`config.mk`:
```
export PLATFORM = sky130hd
export DESIGN_NAME = video_frame_plane_layout_unit_flat
export DESIGN_NICKNAME = d
export VERILOG_FILES = /design/src/hw/rtl/vfpl_pkg.sv /design/src/hw/rtl/vfpl_if.sv /design/src/hw/rtl/video_frame_plane_layout_unit.sv /design/src/hw/rtl/vfpl_seq.sv /design/src/hw/rtl/vfpl_dp.sv /design/src/flat_wrapper.sv
export SDC_FILE = /design/constraint.sdc
export NUM_CORES = 1
export LEC_CHECK = 0
export ABC_AREA = 0
export ABC_CLOCK_PERIOD_IN_PS = 16200
export BUFFER_PORTS_ARGS = -buffer_cell sky130_fd_sc_hd__buf_2
export CAP_MARGIN = 5
export CORE_MARGIN = 3
export CORE_UTILIZATION = 53
export CTS_BUF_LIST = sky130_fd_sc_hd__clkbuf_8
export CTS_CLUSTER_DIAMETER = 80
export DETAILED_ROUTE_END_ITERATION = 7
export GPL_TIMING_DRIVEN = 0
export PLACE_DENSITY = 0.75
export SLEW_MARGIN = 0
export SYNTH_ARGS = -nofsm -noshare
export SYNTH_HDL_FRONTEND = slang
export SYNTH_SLANG_ARGS = --single-unit
```
`constraint.sdc`:
```
create_clock -name i_clk -period 16.2 [get_ports i_clk]
set_input_delay 4.05 -clock i_clk [delete_from_list [all_inputs] [get_ports i_clk]]
set_output_delay 4.05 -clock i_clk [all_outputs]
set_load 0.01 [all_outputs]
```
`src/hw/rtl/vfpl_pkg.sv`:
```
// Types, constants, format table and microcode for the frame plane layout unit.
`default_nettype none
package vfpl_pkg;

    localparam int MAX_PLANES   = 4;
    localparam int DIM_BITS_DEF = 16;

    localparam int FMT_W    = 4;
    localparam int DIM_W    = 16;
    localparam int PIDX_W   = 2;
    localparam int ROWS_W   = 18;
    localparam int STRIDE_W = 19;
    localparam int SIZE_W   = 35;
    localparam int ALIGN_W  = 4;
    localparam int PAD_W    = 8;
    localparam int CIDX_W   = 1;
    localparam int CDATA_W  = 8;
    localparam int BPE_W    = 3;
    localparam int NPL_W    = 3;
    localparam int STEP_W   = 4;

    localparam logic [ALIGN_W-1:0] ALIGN_MAX   = 4'd8;
    localparam logic [ALIGN_W-1:0] ALIGN_RESET = 4'd4;
    localparam logic [PAD_W-1:0]   PAD_RESET   = 8'd16;

    // configuration register indexes
    localparam logic [CIDX_W-1:0] CFG_ALIGN = 1'b0;
    localparam logic [CIDX_W-1:0] CFG_PAD   = 1'b1;

    typedef enum logic [FMT_W-1:0] {
        FMT_I420  = 4'd0,
        FMT_YV12  = 4'd1,
        FMT_YV16  = 4'd2,
        FMT_YV12A = 4'd3,
        FMT_YV24  = 4'd4,
        FMT_NV12  = 4'd5,
        FMT_NV21  = 4'd6,
        FMT_UYVY  = 4'd7,
        FMT_YUY2  = 4'd8,
        FMT_ARGB  = 4'd9,
        FMT_XRGB  = 4'd10,
        FMT_RGB24 = 4'd11,
        FMT_RGB32 = 4'd12,
        FMT_MJPEG = 4'd13,
        FMT_MT21  = 4'd14
    } t_format;

    // per-plane fields indexed by plane number; subsampling kept as log2 (0 or 1)
    typedef struct packed {
        logic                             valid;
        logic [NPL_W-1:0]                 planes;
        logic [MAX_PLANES-1:0][BPE_W-1:0] bpe;
        logic [MAX_PLANES-1:0]            sw_log;
        logic [MAX_PLANES-1:0]            sh_log;
        logic                             max_w_log;
        logic                             max_h_log;
    } t_fmt;

    function automatic t_fmt fmt_lookup(input logic [FMT_W-1:0] code);
        t_fmt f;
        f = '0;
        f.valid = 1'b1;
        unique case (code)
            FMT_I420, FMT_YV12: begin
                f.planes = 3'd3; f.bpe = {3'd0, 3'd1, 3'd1, 3'd1};
                f.sw_log = 4'b0110; f.sh_log = 4'b0110;
                f.max_w_log = 1'b1; f.max_h_log = 1'b1;
            end
            FMT_YV16: begin
                f.planes = 3'd3; f.bpe = {3'd0, 3'd1, 3'd1, 3'd1};
                f.sw_log = 4'b0110; f.sh_log = 4'b0000;
                f.max_w_log = 1'b1; f.max_h_log = 1'b0;
            end
            FMT_YV12A: begin
                f.planes = 3'd4; f.bpe = {3'd1, 3'd1, 3'd1, 3'd1};
                f.sw_log = 4'b0110; f.sh_log = 4'b0110;
                f.max_w_log = 1'b1; f.max_h_log = 1'b1;
            end
            FMT_YV24: begin
                f.planes = 3'd3; f.bpe = {3'd0, 3'd1, 3'd1, 3'd1};
            end
            FMT_NV12, FMT_NV21, FMT_MT21: begin
                f.planes = 3'd2; f.bpe = {3'd0, 3'd0, 3'd2, 3'd1};
                f.sw_log = 4'b0010; f.sh_log = 4'b0010;
                f.max_w_log = 1'b1; f.max_h_log = 1'b1;
            end
            FMT_UYVY, FMT_YUY2: begin
                f.planes = 3'd1; f.bpe = {3'd0, 3'd0, 3'd0, 3'd2};
            end
            FMT_ARGB, FMT_XRGB, FMT_RGB32: begin
                f.planes = 3'd1; f.bpe = {3'd0, 3'd0, 3'd0, 3'd4};
            end
            FMT_RGB24: begin
                f.planes = 3'd1; f.bpe = {3'd0, 3'd0, 3'd0, 3'd3};
            end
            FMT_MJPEG: begin
                f.planes = 3'd1;
            end
            default: begin
                f.valid = 1'b0;
            end
        endcase
        return f;
    endfunction

    // datapath operations
    typedef enum logic [2:0] {
        OP_NOP,
        OP_LOAD,
        OP_GEOM,
        OP_MUL,
        OP_ACC,
        OP_EMIT,
        OP_FINAL,
        OP_EMIT_LAST
    } t_op;

    typedef enum logic [1:0] {
        C_NEXT,
        C_ALWAYS,
        C_BAD,
        C_LASTP
    } t_cond;

    typedef struct packed {
        t_op               op;
        logic              wait_in;
        logic              wait_out;
        t_cond             cond;
        logic [STEP_W-1:0] target;
    } t_uword;

    // program addresses
    localparam logic [STEP_W-1:0] S_LOAD   = 4'd0;
    localparam logic [STEP_W-1:0] S_CHECK  = 4'd1;
    localparam logic [STEP_W-1:0] S_GEOM   = 4'd2;
    localparam logic [STEP_W-1:0] S_MUL    = 4'd3;
    localparam logic [STEP_W-1:0] S_ACC    = 4'd4;
    localparam logic [STEP_W-1:0] S_EMIT   = 4'd5;
    localparam logic [STEP_W-1:0] S_FINAL  = 4'd6;
    localparam logic [STEP_W-1:0] S_BADSET = 4'd7;
    localparam logic [STEP_W-1:0] S_LAST   = 4'd8;

    function automatic t_uword ucode(input logic [STEP_W-1:0] step);
        t_uword w;
        w = '{op: OP_NOP, wait_in: 1'b0, wait_out: 1'b0, cond: C_ALWAYS, target: S_LOAD};
        unique case (step)
            S_LOAD:   begin w.op = OP_LOAD; w.wait_in = 1'b1; w.cond = C_NEXT; end
            S_CHECK:  begin w.cond = C_BAD; w.target = S_BADSET; end
            S_GEOM:   begin w.op = OP_GEOM; w.cond = C_NEXT; end
            S_MUL:    begin w.op = OP_MUL; w.cond = C_NEXT; end
            S_ACC:    begin w.op = OP_ACC; w.cond = C_LASTP; w.target = S_FINAL; end
            S_EMIT:   begin w.op = OP_EMIT; w.wait_out = 1'b1; w.target = S_GEOM; end
            S_FINAL:  begin w.op = OP_FINAL; w.target = S_LAST; end
            S_BADSET: begin w.op = OP_NOP; w.cond = C_NEXT; end
            S_LAST:   begin w.op = OP_EMIT_LAST; w.wait_out = 1'b1; w.target = S_LOAD; end
            default:  begin w.target = S_LOAD; end
        endcase
        return w;
    endfunction

    typedef struct packed {
        t_op  op;
        logic go;
    } t_ctrl;

    typedef struct packed {
        logic bad;
        logic last_plane;
    } t_stat;

    typedef struct packed {
        logic [PIDX_W-1:0]   plane_index;
        logic [ROWS_W-1:0]   plane_rows;
        logic [STRIDE_W-1:0] line_stride;
        logic [SIZE_W-1:0]   plane_offset;
        logic [SIZE_W-1:0]   total_size;
        logic                last;
        logic                bad_format;
    } t_result;

endpackage
`default_nettype wire

```
`src/hw/rtl/vfpl_if.sv`:
```
// Channel interfaces: request, result and configuration write.
`default_nettype none
interface vfpl_in_if;
    import vfpl_pkg::*;
    logic               valid;
    logic               ready;
    logic [FMT_W-1:0]   format_code;
    logic [DIM_W-1:0]   frame_width;
    logic [DIM_W-1:0]   frame_height;
    modport source (output valid, format_code, frame_width, frame_height, input ready);
    modport sink   (input valid, format_code, frame_width, frame_height, output ready);
endinterface

interface vfpl_out_if;
    import vfpl_pkg::*;
    logic                valid;
    logic                ready;
    logic [PIDX_W-1:0]   plane_index;
    logic [ROWS_W-1:0]   plane_rows;
    logic [STRIDE_W-1:0] line_stride;
    logic [SIZE_W-1:0]   plane_offset;
    logic [SIZE_W-1:0]   total_size;
    logic                last;
    logic                bad_format;
    modport source (output valid, plane_index, plane_rows, line_stride, plane_offset,
                    total_size, last, bad_format, input ready);
    modport sink   (input valid, plane_index, plane_rows, line_stride, plane_offset,
                    total_size, last, bad_format, output ready);
endinterface

interface vfpl_cfg_if;
    import vfpl_pkg::*;
    logic               valid;
    logic               ready;
    logic [CIDX_W-1:0]  reg_index;
    logic [CDATA_W-1:0] wdata;
    modport source (output valid, reg_index, wdata, input ready);
    modport sink   (input valid, reg_index, wdata, output ready);
endinterface
`default_nettype wire

```
`src/hw/rtl/video_frame_plane_layout_unit.sv`:
```
// Top level of the frame plane layout unit: config registers, result register, wiring.
//
//  channel | dir | port  | transaction carries
//  --------+-----+-------+---------------------------------------------------
//  request | in  | i_in  | format_code, frame_width, frame_height
//  result  | out | o_out | plane_index, plane_rows, line_stride, plane_offset,
//          |     |       | total_size, last, bad_format
//  config  | in  | i_cfg | reg_index (0 align_log2, 1 pad_bytes), wdata
//
// The microcode loop walks the planes of a request one after another with one
//   shared multiplier; an unknown format skips the loop and yields a single result.
// A new request is taken once the sequencer is back at its load step; a finished
//   result may still wait in the output register then.
// Reset (synchronous, active low) clears the step counter, the output valid and
//   the config registers (align_log2 = 4, pad_bytes = 16).
// Back-pressure on o_out holds the sequencer at its emit or last-result step; nothing is lost.
// Config writes are always accepted and must only happen while the unit is idle.
`default_nettype none
module video_frame_plane_layout_unit #(
    parameter int DIM_BITS = vfpl_pkg::DIM_BITS_DEF
) (
    input  wire logic  i_clk,
    input  wire logic  i_rst_n,
    vfpl_in_if.sink    i_in,
    vfpl_out_if.source o_out,
    vfpl_cfg_if.sink   i_cfg
);
    import vfpl_pkg::*;

    logic [ALIGN_W-1:0] r_align_log2;
    logic [PAD_W-1:0]   r_pad_bytes;
    logic               r_out_valid;
    t_result            r_out;

    t_ctrl   ctrl;
    t_stat   stat;
    t_result result;
    logic    out_free;
    logic    out_load;

    // output slot is free when empty or being drained this cycle
    assign out_free = !r_out_valid || o_out.ready;
    assign out_load = ctrl.go && (ctrl.op == OP_EMIT || ctrl.op == OP_EMIT_LAST);

    vfpl_seq u_seq (
        .i_clk      (i_clk),
        .i_rst_n    (i_rst_n),
        .i_in_valid (i_in.valid),
        .i_out_free (out_free),
        .i_stat     (stat),
        .o_ctrl     (ctrl),
        .o_in_ready (i_in.ready)
    );

    vfpl_dp #(
        .DIM_BITS (DIM_BITS)
    ) u_dp (
        .i_clk          (i_clk),
        .i_ctrl         (ctrl),
        .i_format_code  (i_in.format_code),
        .i_frame_width  (i_in.frame_width),
        .i_frame_height (i_in.frame_height),
        .i_align_log2   (r_align_log2),
        .i_pad_bytes    (r_pad_bytes),
        .o_stat         (stat),
        .o_result       (result)
    );

    // configuration registers
    assign i_cfg.ready = 1'b1;

    always_ff @(posedge i_clk) begin
        if (!i_rst_n) begin
            r_align_log2 <= ALIGN_RESET;
            r_pad_bytes  <= PAD_RESET;
        end else if (i_cfg.valid) begin
            unique case (i_cfg.reg_index)
                CFG_ALIGN: r_align_log2 <= i_cfg.wdata[ALIGN_W-1:0];
                CFG_PAD:   r_pad_bytes  <= i_cfg.wdata;
                default: begin
                end
            endcase
        end
    end

    // result register
    always_ff @(posedge i_clk) begin
        if (!i_rst_n) begin
            r_out_valid <= 1'b0;
        end else if (out_load) begin
            r_out_valid <= 1'b1;
        end else if (o_out.ready) begin
            r_out_valid <= 1'b0;
        end
    end

    always_ff @(posedge i_clk) begin
        if (out_load) begin
            r_out <= result;
        end
    end

    assign o_out.valid        = r_out_valid;
    assign o_out.plane_index  = r_out.plane_index;
    assign o_out.plane_rows   = r_out.plane_rows;
    assign o_out.line_stride  = r_out.line_stride;
    assign o_out.plane_offset = r_out.plane_offset;
    assign o_out.total_size   = r_out.total_size;
    assign o_out.last         = r_out.last;
    assign o_out.bad_format   = r_out.bad_format;

endmodule
`default_nettype wire

```
`src/hw/rtl/vfpl_seq.sv`:
```
// Microcode sequencer: step counter, control store and conditional jumps.
`default_nettype none
module vfpl_seq (
    input  wire logic            i_clk,
    input  wire logic            i_rst_n,
    input  wire logic            i_in_valid,
    input  wire logic            i_out_free,
    input  wire vfpl_pkg::t_stat i_stat,
    output vfpl_pkg::t_ctrl      o_ctrl,
    output logic                 o_in_ready
);
    import vfpl_pkg::*;

    logic [STEP_W-1:0] r_step;
    logic [STEP_W-1:0] n_step;
    t_uword            uw;
    logic              stall;
    logic              take;

    always_comb begin
        uw    = ucode(r_step);
        stall = (uw.wait_in && !i_in_valid) || (uw.wait_out && !i_out_free);
        unique case (uw.cond)
            C_NEXT:   take = 1'b0;
            C_ALWAYS: take = 1'b1;
            C_BAD:    take = i_stat.bad;
            C_LASTP:  take = i_stat.last_plane;
            default:  take = 1'b0;
        endcase
        if (stall) begin
            n_step = r_step;
        end else if (take) begin
            n_step = uw.target;
        end else begin
            n_step = r_step + STEP_W'(1);
        end
        o_ctrl.op  = uw.op;
        o_ctrl.go  = !stall;
        o_in_ready = uw.wait_in;
    end

    always_ff @(posedge i_clk) begin
        if (!i_rst_n) begin
            r_step <= S_LOAD;
        end else begin
            r_step <= n_step;
        end
    end

endmodule
`default_nettype wire

```
`src/hw/rtl/vfpl_dp.sv`:
```
// Layout datapath: size alignment, rows/stride per plane, shared multiplier, accumulator.
`default_nettype none
module vfpl_dp #(
    parameter int DIM_BITS = vfpl_pkg::DIM_BITS_DEF
) (
    input  wire logic                          i_clk,
    input  wire vfpl_pkg::t_ctrl               i_ctrl,
    input  wire logic [vfpl_pkg::FMT_W-1:0]    i_format_code,
    input  wire logic [vfpl_pkg::DIM_W-1:0]    i_frame_width,
    input  wire logic [vfpl_pkg::DIM_W-1:0]    i_frame_height,
    input  wire logic [vfpl_pkg::ALIGN_W-1:0]  i_align_log2,
    input  wire logic [vfpl_pkg::PAD_W-1:0]    i_pad_bytes,
    output vfpl_pkg::t_stat                    o_stat,
    output vfpl_pkg::t_result                  o_result
);
    import vfpl_pkg::*;

    localparam int DW     = DIM_BITS + 1;
    localparam int PROD_W = ROWS_W + STRIDE_W;

    logic [FMT_W-1:0]    r_code;
    logic [DW-1:0]       r_w;
    logic [DW-1:0]       r_h;
    logic [PIDX_W-1:0]   r_plane;
    logic [ROWS_W-1:0]   r_rows;
    logic [STRIDE_W-1:0] r_stride;
    logic [STRIDE_W-1:0] r_stride1;
    logic [SIZE_W-1:0]   r_prod;
    logic [SIZE_W-1:0]   r_offset;
    logic [SIZE_W-1:0]   r_size;

    t_fmt                fmt;
    t_fmt                fmt_in;
    logic [ALIGN_W-1:0]  sh;
    logic [9:0]          row_mask;
    logic [8:0]          col_mask;
    logic [DW-1:0]       w_ext;
    logic [DW-1:0]       h_ext;
    logic [DW-1:0]       n_w;
    logic [DW-1:0]       n_h;
    logic [DW-1:0]       hs;
    logic [DW-1:0]       cols;
    logic [ROWS_W-1:0]   n_rows;
    logic [STRIDE_W-1:0] row_bytes;
    logic [STRIDE_W-1:0] n_stride;
    logic [PROD_W-1:0]   prod;

    always_comb begin
        fmt    = fmt_lookup(r_code);
        fmt_in = fmt_lookup(i_format_code);
        sh     = (i_align_log2 > ALIGN_MAX) ? ALIGN_MAX : i_align_log2;
        // masks for 2*A and A
        row_mask = (10'd2 << sh) - 10'd1;
        col_mask = 9'((10'd1 << sh) - 10'd1);

        // round the coded size up to the largest subsampling (1 or 2)
        w_ext = DW'(i_frame_width[DIM_BITS-1:0]);
        h_ext = DW'(i_frame_height[DIM_BITS-1:0]);
        n_w   = (w_ext + DW'(fmt_in.max_w_log)) & ~DW'(fmt_in.max_w_log);
        n_h   = (h_ext + DW'(fmt_in.max_h_log)) & ~DW'(fmt_in.max_h_log);

        hs        = r_h >> fmt.sh_log[r_plane];
        cols      = r_w >> fmt.sw_log[r_plane];
        n_rows    = (ROWS_W'(hs) + ROWS_W'(row_mask)) & ~ROWS_W'(row_mask);
        row_bytes = STRIDE_W'(cols) * STRIDE_W'(fmt.bpe[r_plane]);
        n_stride  = (row_bytes + STRIDE_W'(col_mask)) & ~STRIDE_W'(col_mask);

        prod = PROD_W'(r_rows) * PROD_W'(r_stride);

        o_stat.bad        = !fmt.valid;
        o_stat.last_plane = (NPL_W'(r_plane) == (fmt.planes - NPL_W'(1)));

        o_result.plane_index  = r_plane;
        o_result.plane_rows   = r_rows;
        o_result.line_stride  = r_stride;
        o_result.plane_offset = r_offset;
        o_result.total_size   = r_size;
        o_result.last         = (i_ctrl.op == OP_EMIT_LAST);
        o_result.bad_format   = !fmt.valid;
    end

    always_ff @(posedge i_clk) begin
        if (i_ctrl.go) begin
            unique case (i_ctrl.op)
                OP_LOAD: begin
                    r_code    <= i_format_code;
                    r_w       <= n_w;
                    r_h       <= n_h;
                    r_plane   <= '0;
                    r_size    <= '0;
                    r_stride1 <= '0;
                    // cleared here so an unknown format reports zeros
                    r_rows    <= '0;
                    r_stride  <= '0;
                    r_offset  <= '0;
                end
                OP_GEOM: begin
                    r_rows   <= n_rows;
                    r_stride <= n_stride;
                end
                OP_MUL: begin
                    r_prod <= prod[SIZE_W-1:0];
                end
                OP_ACC: begin
                    r_offset <= r_size;
                    r_size   <= r_size + r_prod;
                    if (r_plane == PIDX_W'(1)) begin
                        r_stride1 <= r_stride;
                    end
                end
                OP_EMIT: begin
                    r_plane <= r_plane + PIDX_W'(1);
                end
                OP_FINAL: begin
                    // extra line of plane 1 (zero for one-plane formats) and padding
                    r_size <= r_size + SIZE_W'(r_stride1) + SIZE_W'(i_pad_bytes);
                end
                OP_NOP, OP_EMIT_LAST: begin
                end
                default: begin
                end
            endcase
        end
    end

endmodule
`default_nettype wire

```
`src/flat_wrapper.sv`:
```
// flat-port wrapper written by rule: the top's interface ports become plain ports
module video_frame_plane_layout_unit_flat import vfpl_pkg::*;
#(
    parameter int DIM_BITS = vfpl_pkg::DIM_BITS_DEF
)
  (i_clk, i_rst_n, i_in_valid, i_in_format_code, i_in_frame_width, i_in_frame_height, i_in_ready, o_out_valid, o_out_plane_index, o_out_plane_rows, o_out_line_stride, o_out_plane_offset, o_out_total_size, o_out_last, o_out_bad_format, o_out_ready, i_cfg_valid, i_cfg_reg_index, i_cfg_wdata, i_cfg_ready);
  vfpl_in_if i_in_i ();
  vfpl_out_if o_out_i ();
  vfpl_cfg_if i_cfg_i ();
  input  wire logic i_clk;
  input  wire logic i_rst_n;
  input wire logic [$bits(i_in_i.valid)-1:0] i_in_valid;
  input wire logic [$bits(i_in_i.format_code)-1:0] i_in_format_code;
  input wire logic [$bits(i_in_i.frame_width)-1:0] i_in_frame_width;
  input wire logic [$bits(i_in_i.frame_height)-1:0] i_in_frame_height;
  output wire logic [$bits(i_in_i.ready)-1:0] i_in_ready;
  output wire logic [$bits(o_out_i.valid)-1:0] o_out_valid;
  output wire logic [$bits(o_out_i.plane_index)-1:0] o_out_plane_index;
  output wire logic [$bits(o_out_i.plane_rows)-1:0] o_out_plane_rows;
  output wire logic [$bits(o_out_i.line_stride)-1:0] o_out_line_stride;
  output wire logic [$bits(o_out_i.plane_offset)-1:0] o_out_plane_offset;
  output wire logic [$bits(o_out_i.total_size)-1:0] o_out_total_size;
  output wire logic [$bits(o_out_i.last)-1:0] o_out_last;
  output wire logic [$bits(o_out_i.bad_format)-1:0] o_out_bad_format;
  input wire logic [$bits(o_out_i.ready)-1:0] o_out_ready;
  input wire logic [$bits(i_cfg_i.valid)-1:0] i_cfg_valid;
  input wire logic [$bits(i_cfg_i.reg_index)-1:0] i_cfg_reg_index;
  input wire logic [$bits(i_cfg_i.wdata)-1:0] i_cfg_wdata;
  output wire logic [$bits(i_cfg_i.ready)-1:0] i_cfg_ready;
  assign i_in_i.valid = i_in_valid;
  assign i_in_i.format_code = i_in_format_code;
  assign i_in_i.frame_width = i_in_frame_width;
  assign i_in_i.frame_height = i_in_frame_height;
  assign i_in_ready = i_in_i.ready;
  assign o_out_valid = o_out_i.valid;
  assign o_out_plane_index = o_out_i.plane_index;
  assign o_out_plane_rows = o_out_i.plane_rows;
  assign o_out_line_stride = o_out_i.line_stride;
  assign o_out_plane_offset = o_out_i.plane_offset;
  assign o_out_total_size = o_out_i.total_size;
  assign o_out_last = o_out_i.last;
  assign o_out_bad_format = o_out_i.bad_format;
  assign o_out_i.ready = o_out_ready;
  assign i_cfg_i.valid = i_cfg_valid;
  assign i_cfg_i.reg_index = i_cfg_reg_index;
  assign i_cfg_i.wdata = i_cfg_wdata;
  assign i_cfg_ready = i_cfg_i.ready;
  video_frame_plane_layout_unit #(.DIM_BITS(DIM_BITS)) u_core (.i_clk(i_clk), .i_rst_n(i_rst_n), .i_in(i_in_i), .o_out(o_out_i), .i_cfg(i_cfg_i));
endmodule
```
==> impl_metrics.json, run 1 <==
{
  "synthesis.yosys.warnings": 0,
  "dp.final_hpwl_um": 55200,
  "ant_nets": 0,
  "synth_cells": 2797,
  "top_layer_used": "met4",
  "route.detailed.drc": 0,
  "flow.area_growth_from_synthesis_pct": 10.4,
  "synth.cells.most_frequent": "sky130_fd_sc_hd__inv_1, sky130_fd_sc_hd__edfxtp_1, sky130_fd_sc_hd__nand2_1, sky130_fd_sc_hd__fa_1, sky130_fd_sc_hd__and2_1",
  "synth.largest_area_cell": "sky130_fd_sc_hd__edfxtp_1",
  "worst_r2r_path_depth": 22,
  "worst_setup_hold_path_clk_slew_ns": 0.06,
  "grtUsageTotal_pct": 25.2,
  "maxSlewViolCount": 0,
  "run_status": "finished clean",
  "worst_setup_path_startpoint": "u_core.u_dp.r_rows[13]$_SDFFCE_PP0P_",
  "finalClockSkew_ns": 0.0374,
  "fin_tns_setup_ns": 0,
  "synth_async_sr_flop_share_pct": 0,
  "setup_violations": 0,
  "timing.final.hold_violations": 0,
  "place_congestion": 0.915,
  "max_cap_violations": 0,
  "die_x_um": 239,
  "clock_tree.root_cell": "sky130_fd_sc_hd__clkbuf_8",
  "hold_path.class": "flip-flop to flip-flop",
  "total_length_of_routed_met3_wires_um": 4920,
  "synth_area_per_cell_um2": 10.3,
  "grt_pass1_wl_um": 113000,
  "dr_total_vias": 20780,
  "pin_count": 164,
  "yosysUniqueCellTypes": 71,
  "met2RoutedLength_um": 33300,
  "floorplan.core_area_um2": 53100,
  "n_fill_cell": 4495,
  "start_kind": "flip-flop",
  "synth_top_flop_cell": "sky130_fd_sc_hd__edfxtp_1",
  "ctsHtreeMaxLevel": 2,
  "gr-total-overflow": 0,
  "dr.first_iter.drc_count": 1582,
  "transition_time_at_the_pin_with_the_least_slew_margin_ns": 1.14,
  "timing.critical_path.to": "u_core.u_dp.r_prod[34]$_DFFE_PP_",
  "firstDrtPassIters": 5,
  "die_h_um": 239,
  "drt-total-wl_um": 70000,
  "worstReg2RegEnd": "u_core.u_dp.r_prod[34]$_DFFE_PP_",
  "initial_antenna_violation_count": 4,
  "class_of_the_most_critical_setup_path": "flip-flop to flip-flop",
  "postCtsResizedCells": 0,
  "synthesis.area_um2": 28700,
  "tritoncts": "yes",
  "yosys_register_bits": 326,
  "start_util_pct": 54.1,
  "postCtsHoldBufs": 0,
  "post_drt_wl_per_cell_um": 18.6,
  "std_cell_rows": 84,
  "grt_start_max_net_pins": 35,
  "route.layer.met1.wl_um": 29300,
  "max_clock_freq_ghz": 0.137,
  "worst-endpoint-required_ns": 16.58,
  "cp_max_fo": 10,
  "post_cts_buffers": 0,
  "number_of_flops_mapped_to_enable_cells_by_yosys": 309,
  "yosys-top-cells-area": "sky130_fd_sc_hd__edfxtp_1, sky130_fd_sc_hd__fa_1, sky130_fd_sc_hd__ha_1",
  "dieArea_um2": 57000,
  "yosysMostFrequentCell": "sky130_fd_sc_hd__inv_1",
  "number_of_nets_in_the_finished_design": 3585,
  "synth_seq_area_share_pct": 33.5,
  "worst_skew_late_latency_ns": 0.66,
  "setup.worst_path.end_class": "flip-flop",
  "worst_ep_arrival_time_ns": 7.68,
  "min_period_ns": 7.30,
  "timing.reg2reg.setup_slack_ns": 8.90,
  "timing.rr.start": "u_core.u_dp.r_rows[13]$_SDFFCE_PP0P_",
  "numClockSinks": 326,
  "dr_vias_cell": 5.54,
  "cts-root-to-sink-buffers": 3,
  "synth.top_cell.area_share_pct": 32.3,
  "first_global_vias": 21674,
  "inserted_clock_buffers": 55,
  "layout_worst_path_cycle_share_pct": 45.1,
  "buffer_ports.inserted": 159,
  "rsz0062_at_grt": "false",
  "maxSlewHeadroom_pct": 23.5,
  "final_layout_size_suffix_gt1_share_pct": 9.50
}
==> sequential cells by signal, indices dropped and copies added, names as in the netlist, 2 cells and up <==
name,count
u_core.u_dp.r_offset,35
u_core.o_out.plane_index,2
u_core.u_dp.r_code,4
u_core.o_out.plane_rows,17
u_core.o_out.line_stride,19
u_core.u_dp.r_size,35
u_core.r_align_log2,4
u_core.r_pad_bytes,8
u_core.u_dp.r_rows,17
u_core.o_out.plane_offset,35
u_core.u_dp.r_h,17
u_core.u_dp.r_plane,2
u_core.u_dp.r_w,17
u_core.u_dp.r_prod,34
u_core.u_dp.r_stride,19
u_core.u_dp.r_stride1,19
u_core.u_seq.r_step,4
u_core.o_out.total_size,35
==> stage by stage <==
stage | cells | utilization (%) | area [µm²] | hold WS [ns] | setup WS, ns
finish | 3753 | 59.7 | 31700 | 0.417 | 8.90
global route | 3753 | 59.7 | 31700 | 0.417 | 8.64
CTS | 3752 | 59.7 | 31700 | 0.413 | 9.02
detailed placement | 3654 | 57.6 | 30600 | 0.405 | 9.02
global placement | 3646 | 57.2 | 30400 | 0.401 | 3.46
floorplan | 2799 | - | 28700 | 0.400 | 6.14
==> placed cells by master, fill, tap and decap left out, types with 14 or more instances in the layout <==
cell type and instances:
sky130_fd_sc_hd__o21ai_0 57, sky130_fd_sc_hd__xnor2_1 93, sky130_fd_sc_hd__o22ai_1 16, sky130_fd_sc_hd__nor2_1 131
sky130_fd_sc_hd__clkbuf_1 91, sky130_fd_sc_hd__and3_1 18, sky130_fd_sc_hd__clkbuf_8 55, sky130_fd_sc_hd__nor2b_1 18
sky130_fd_sc_hd__dfxtp_1 17, sky130_fd_sc_hd__ha_1 225, sky130_fd_sc_hd__a21oi_1 123, sky130_fd_sc_hd__mux2_2 19
sky130_fd_sc_hd__nand2_1 304, sky130_fd_sc_hd__nand4_1 19, sky130_fd_sc_hd__buf_2 163, sky130_fd_sc_hd__a21o_1 38
sky130_fd_sc_hd__nor3_1 43, sky130_fd_sc_hd__and2_1 232, sky130_fd_sc_hd__o21a_1 16, sky130_fd_sc_hd__edfxtp_1 309
sky130_fd_sc_hd__nand2b_1 24, sky130_fd_sc_hd__o21bai_1 14, sky130_fd_sc_hd__a211oi_1 24, sky130_fd_sc_hd__inv_1 403
sky130_fd_sc_hd__or3_1 14, sky130_fd_sc_hd__nand3_1 52, sky130_fd_sc_hd__xor2_1 56, sky130_fd_sc_hd__fa_1 287
sky130_fd_sc_hd__mux2i_1 22
==> routing by layer <==
metal / vias to the layer above / global-route usage [%]
met4: 0 / 9.02
met5: - / 0
met2: 693 / 42.8
li1: 9757 / -
met3: 165 / 4.72
met1: 10165 / 32.3
==> logic make-up (layout without fill, tap and decap cells) <==
logic type	count (synthesis)	in the layout	synth area share, %
buf+inv	495	760	6.52
fa+ha+maj	512	512	29.8
flops	326	326	33.5
mux	42	42	1.57
compound gates	377	377	8.55
simple gates	894	894	15.4
xor+xnor	149	149	4.55
other cells	2	5	0.0262
==> worst min path at each step <==
stage	startpoint	end	slack, ns	cells after the start
after global placement	u_core.u_dp.r_offset[29]$_SDFFCE_PN0P_	u_core.o_out.plane_offset[29]$_DFFE_PP_	0.40	0
after global routing	u_core.u_dp.r_offset[13]$_SDFFCE_PN0P_	u_core.o_out.plane_offset[13]$_DFFE_PP_	0.42	0
after detailed placement	u_core.u_dp.r_offset[0]$_SDFFCE_PN0P_	u_core.o_out.plane_offset[0]$_DFFE_PP_	0.40	0
after CTS	u_core.u_dp.r_offset[13]$_SDFFCE_PN0P_	u_core.o_out.plane_offset[13]$_DFFE_PP_	0.41	0
after floorplan	u_core.u_dp.r_offset[0]$_SDFFCE_PN0P_	u_core.o_out.plane_offset[0]$_DFFE_PP_	0.40	0
final	u_core.u_dp.r_offset[24]$_SDFFCE_PN0P_	u_core.o_out.plane_offset[24]$_DFFE_PP_	0.42	0
==> final cells by class <==
cell class,count,area (µm²),share of cell area [%]
inverter,393,1480,4.66
timing repair buffer,167,986,3.11
multi-input combinational,1978,17200,54.4
sequential,326,9620,30.4
clock buffer,55,757,2.39
antenna,1,2.50,0.00790
tap,688,861,2.72
clock inverter,43,352,1.11
buffer,102,395,1.25
==> worst max-delay path, cell delays in order (launching register included) <==
cell,delay [ns]
sky130_fd_sc_hd__edfxtp_1,0.41
sky130_fd_sc_hd__clkbuf_1,0.61
sky130_fd_sc_hd__clkbuf_1,0.56
sky130_fd_sc_hd__nand2_1,0.15
sky130_fd_sc_hd__fa_1,0.54
sky130_fd_sc_hd__inv_1,0.06
sky130_fd_sc_hd__fa_1,0.51
sky130_fd_sc_hd__fa_1,0.56
sky130_fd_sc_hd__fa_1,0.45
sky130_fd_sc_hd__fa_1,0.49
sky130_fd_sc_hd__inv_1,0.05
sky130_fd_sc_hd__fa_1,0.47
sky130_fd_sc_hd__inv_1,0.04
sky130_fd_sc_hd__ha_1,0.26
sky130_fd_sc_hd__clkbuf_1,0.36
sky130_fd_sc_hd__nand4_1,0.17
sky130_fd_sc_hd__or2_2,0.37
sky130_fd_sc_hd__nor3_1,0.21
sky130_fd_sc_hd__a211o_1,0.21
sky130_fd_sc_hd__o31a_1,0.20
sky130_fd_sc_hd__a211o_1,0.14
sky130_fd_sc_hd__a21oi_1,0.07
sky130_fd_sc_hd__xnor2_1,0.14
Power of run 1 is not shown: default switching activity piles up to over one toggle a cycle in this logic, so the estimate is an artifact.
==> run 2, diff against run 1 <==
--- a/config.mk
+++ b/config.mk
@@ -5,8 +5,8 @@
 export SDC_FILE = /design/constraint.sdc
 export NUM_CORES = 1
 export LEC_CHECK = 0
-export ABC_AREA = 0
-export ABC_CLOCK_PERIOD_IN_PS = 16200
+export ABC_AREA = 1
+export ABC_CLOCK_PERIOD_IN_PS = 6150
 export BUFFER_PORTS_ARGS = -buffer_cell sky130_fd_sc_hd__buf_2
 export CAP_MARGIN = 5
 export CORE_MARGIN = 3
@@ -15,7 +15,7 @@
 export CTS_CLUSTER_DIAMETER = 80
 export DETAILED_ROUTE_END_ITERATION = 7
 export GPL_TIMING_DRIVEN = 0
-export PLACE_DENSITY = 0.75
+export PLACE_DENSITY = 0.77
 export SLEW_MARGIN = 0
 export SYNTH_ARGS = -nofsm -noshare
 export SYNTH_HDL_FRONTEND = slang
==> constraint.sdc (replaced) <==
create_clock -name i_clk -period 6.15 [get_ports i_clk]
set_input_delay 1.5375 -clock i_clk [delete_from_list [all_inputs] [get_ports i_clk]]
set_output_delay 1.5375 -clock i_clk [all_outputs]
set_load 0.01 [all_outputs]
==> run 2 against run 1 <==
Via count is 14% higher. Utilization decreased by 0.069 points. Critical endpoint is now u_core.u_dp.r_prod[30]$_DFFE_PP_. First-iteration DRC count rose by 12%. Design area rose by 4.5%. Largest cell class unchanged. Global-route usage grew 1.4 points. Fmax rose by 22%. Sequential share of layout area down 1.3 points. Non-clock buffer count shrank 1. Critical path depth fell by 2. Routed wire length is 12% higher.
==> impl_metrics.json, run 2 <==
{
  "number_of_flops_mapped_to_enable_cells_by_yosys": 309,
  "grtUsageTotal_pct": 26.6,
  "dp.final_hpwl_um": 63600,
  "dr.first_iter.drc_count": 1777,
  "clock_tree.root_cell": "sky130_fd_sc_hd__clkbuf_8",
  "die_h_um": 244,
  "grt_pass1_wl_um": 124000,
  "first_global_vias": 23957,
  "final_layout_size_suffix_gt1_share_pct": 10.9,
  "worst_ep_arrival_time_ns": 6.37,
  "worst_setup_hold_path_clk_slew_ns": 0.06,
  "yosys_register_bits": 326,
  "yosysUniqueCellTypes": 58,
  "ctsHtreeMaxLevel": 2,
  "ant_nets": 0,
  "inserted_clock_buffers": 54,
  "path_common_cell": "sky130_fd_sc_hd__fa_1",
  "layout_worst_path_cycle_share_pct": 97.3,
  "firstDrtPassIters": 5,
  "drt-total-wl_um": 78400,
  "mostFrequentLayoutCell": "sky130_fd_sc_hd__inv_1",
  "min_period_ns": 5.98,
  "flow.area_growth_from_synthesis_pct": 10.4,
  "worst_skew_late_latency_ns": 0.65,
  "critical-path-slowest-cell": "sky130_fd_sc_hd__edfxtp_1",
  "class_of_the_most_critical_setup_path": "flip-flop to flip-flop",
  "yosys-top-cells-area": "sky130_fd_sc_hd__edfxtp_1, sky130_fd_sc_hd__fa_1, sky130_fd_sc_hd__inv_1",
  "synth.top_cell.area_share_pct": 30.9,
  "dr_total_vias": 23711,
  "number_of_nets_in_the_finished_design": 4305,
  "synth.largest_area_cell": "sky130_fd_sc_hd__edfxtp_1",
  "setup.worst_path.end_class": "flip-flop",
  "transition_time_at_the_pin_with_the_least_slew_margin_ns": 0.923,
  "max_clock_freq_ghz": 0.167,
  "place_congestion": 0.946,
  "cp_top_family": "adder cells",
  "synth_seq_area_share_pct": 32.1,
  "numClockSinks": 326,
  "timing.final.hold_violations": 0,
  "start_kind": "flip-flop",
  "dr_vias_cell": 5.23,
  "cp_max_fo": 10,
  "run_status": "finished clean",
  "max_cap_violations": 0,
  "gr-total-overflow": 0,
  "postCtsHoldBufs": 0,
  "synthesis.yosys.warnings": 0,
  "maxSlewHeadroom_pct": 38.2,
  "post_drt_wl_per_cell_um": 17.3,
  "grt_start_max_net_pins": 72,
  "hold_path.class": "flip-flop to flip-flop",
  "cp_cell_sequence": "clkbuf_2 -> nand2_1 -> fa_1 -> fa_1 -> inv_1 -> fa_1 -> fa_1 -> fa_1 -> inv_1 -> fa_1 -> inv_1 -> ha_1 -> nand2_1 -> nor2_2 -> inv_1 -> nor3_1 -> nand3_1 -> nand3_1 -> a21oi_1 -> xnor2_1",
  "dieArea_um2": 59500,
  "cts-root-to-sink-buffers": 3,
  "initial_antenna_violation_count": 0,
  "synth_cells": 3515,
  "worst_path_largest_cell_delay_ns": 0.62,
  "synth_top_flop_cell": "sky130_fd_sc_hd__edfxtp_1",
  "start_util_pct": 54.0,
  "floorplan.core_area_um2": 55500,
  "finalClockSkew_ns": 0.0506,
  "antenna-diode-count": 0,
  "synth.cells.most_frequent": "sky130_fd_sc_hd__inv_1, sky130_fd_sc_hd__nand2_1, sky130_fd_sc_hd__edfxtp_1, sky130_fd_sc_hd__fa_1, sky130_fd_sc_hd__nor2_1",
  "yosysMostFrequentCell": "sky130_fd_sc_hd__inv_1",
  "fin_tns_setup_ns": 0,
  "synthesis.area_um2": 30000,
  "maxSlewViolCount": 0,
  "synth_async_sr_flop_share_pct": 0,
  "std_cell_rows": 86,
  "cp.buffers_inverters": 5,
  "buffer_ports.inserted": 161,
  "synth_area_per_cell_um2": 8.53,
  "die_x_um": 244,
  "pin_count": 164,
  "tritoncts": "yes",
  "route.detailed.drc": 0,
  "worst-endpoint-required_ns": 6.54,
  "setup_violations": 0,
  "leading_cell_types_in_the_layout_fill_and_taps_excluded": "sky130_fd_sc_hd__inv_1, sky130_fd_sc_hd__nand2_1, sky130_fd_sc_hd__edfxtp_1"
}
-- run 2: layout make-up --
class	instances	area, µm²
Clock buffer	54	743
Clock inverter	42	245
Multi-Input combinational cell	2286	17000
Tap cell	748	936
Fill cell	4898	22400
Buffer	62	333
Timing Repair Buffer	206	1220
Inverter	807	3040
Sequential cell	326	9620
-- run 2: repair_timing --
| action | CTS | global route |
|---|---|---|
| resized for setup | 25 | 24 |
| buffers inserted | 28 | 12 |
| pin swaps | 0 | 1 |
| endpoints found under the setup margin | 20 | 15 |
-- run 2: worst paths after layout --
kind / endpoint / slack (ns) / depth (start not counted) / from
setup / recovery: u_core.u_dp.r_prod[30]$_DFFE_PP_ / 0.17 / 20 / u_core.u_dp.r_rows[17]$_SDFFCE_PP0P_
hold / removal: u_core.o_out.plane_offset[16]$_DFFE_PP_ / 0.41 / 0 / u_core.u_dp.r_offset[16]$_SDFFCE_PN0P_
setup reg to reg: u_core.u_dp.r_prod[30]$_DFFE_PP_ / 0.17 / 20 / u_core.u_dp.r_rows[17]$_SDFFCE_PP0P_
hold reg to reg: u_core.o_out.plane_offset[16]$_DFFE_PP_ / 0.41 / 0 / u_core.u_dp.r_offset[16]$_SDFFCE_PN0P_
-- run 2: cell families after synthesis --
| group | count (synthesis) | synth area share (%) |
|---|---|---|
| muxes | 3 | 0.100 |
| DFF | 326 | 32.1 |
| other | 2 | 0.0250 |
| adders and majority gates | 512 | 28.5 |
| and+or+nand+nor | 1292 | 18.0 |
| xor gates and xnor gates | 92 | 2.69 |
| buffers and inverters | 905 | 11.5 |
| AOI/OAI and AO/OA | 383 | 7.05 |
-- run 2: through the flow --
| stage | setup WS (ns) | utilization, % | hold WS (ns) | instance area, µm² | instances |
|---|---|---|---|---|---|
| floorplan | 0.499 | - | 0.400 | 30000 | 3517 |
| global placement | -1.21 | 57.2 | 0.403 | 31700 | 4426 |
| detailed placement | -1.15 | 57.4 | 0.405 | 31900 | 4431 |
| CTS | 0.00391 | 59.4 | 0.413 | 33000 | 4520 |
| global route | -0.0186 | 59.6 | 0.422 | 33100 | 4531 |
| finish | 0.165 | 59.6 | 0.415 | 33100 | 4531 |
-- run 2: metal layers --
metal  wire [µm]  up-vias  share of wire [%]  GRT usage, %
li1            -    11434                  -             -
met1       31400    11150                 40          33.1
met2       38300      917                 49          46.5
met3        5180      210                6.6          3.40
met4        3530        0                4.5          11.4
met5           0        -                  0             0
Power of run 2 is left out for the same reason.
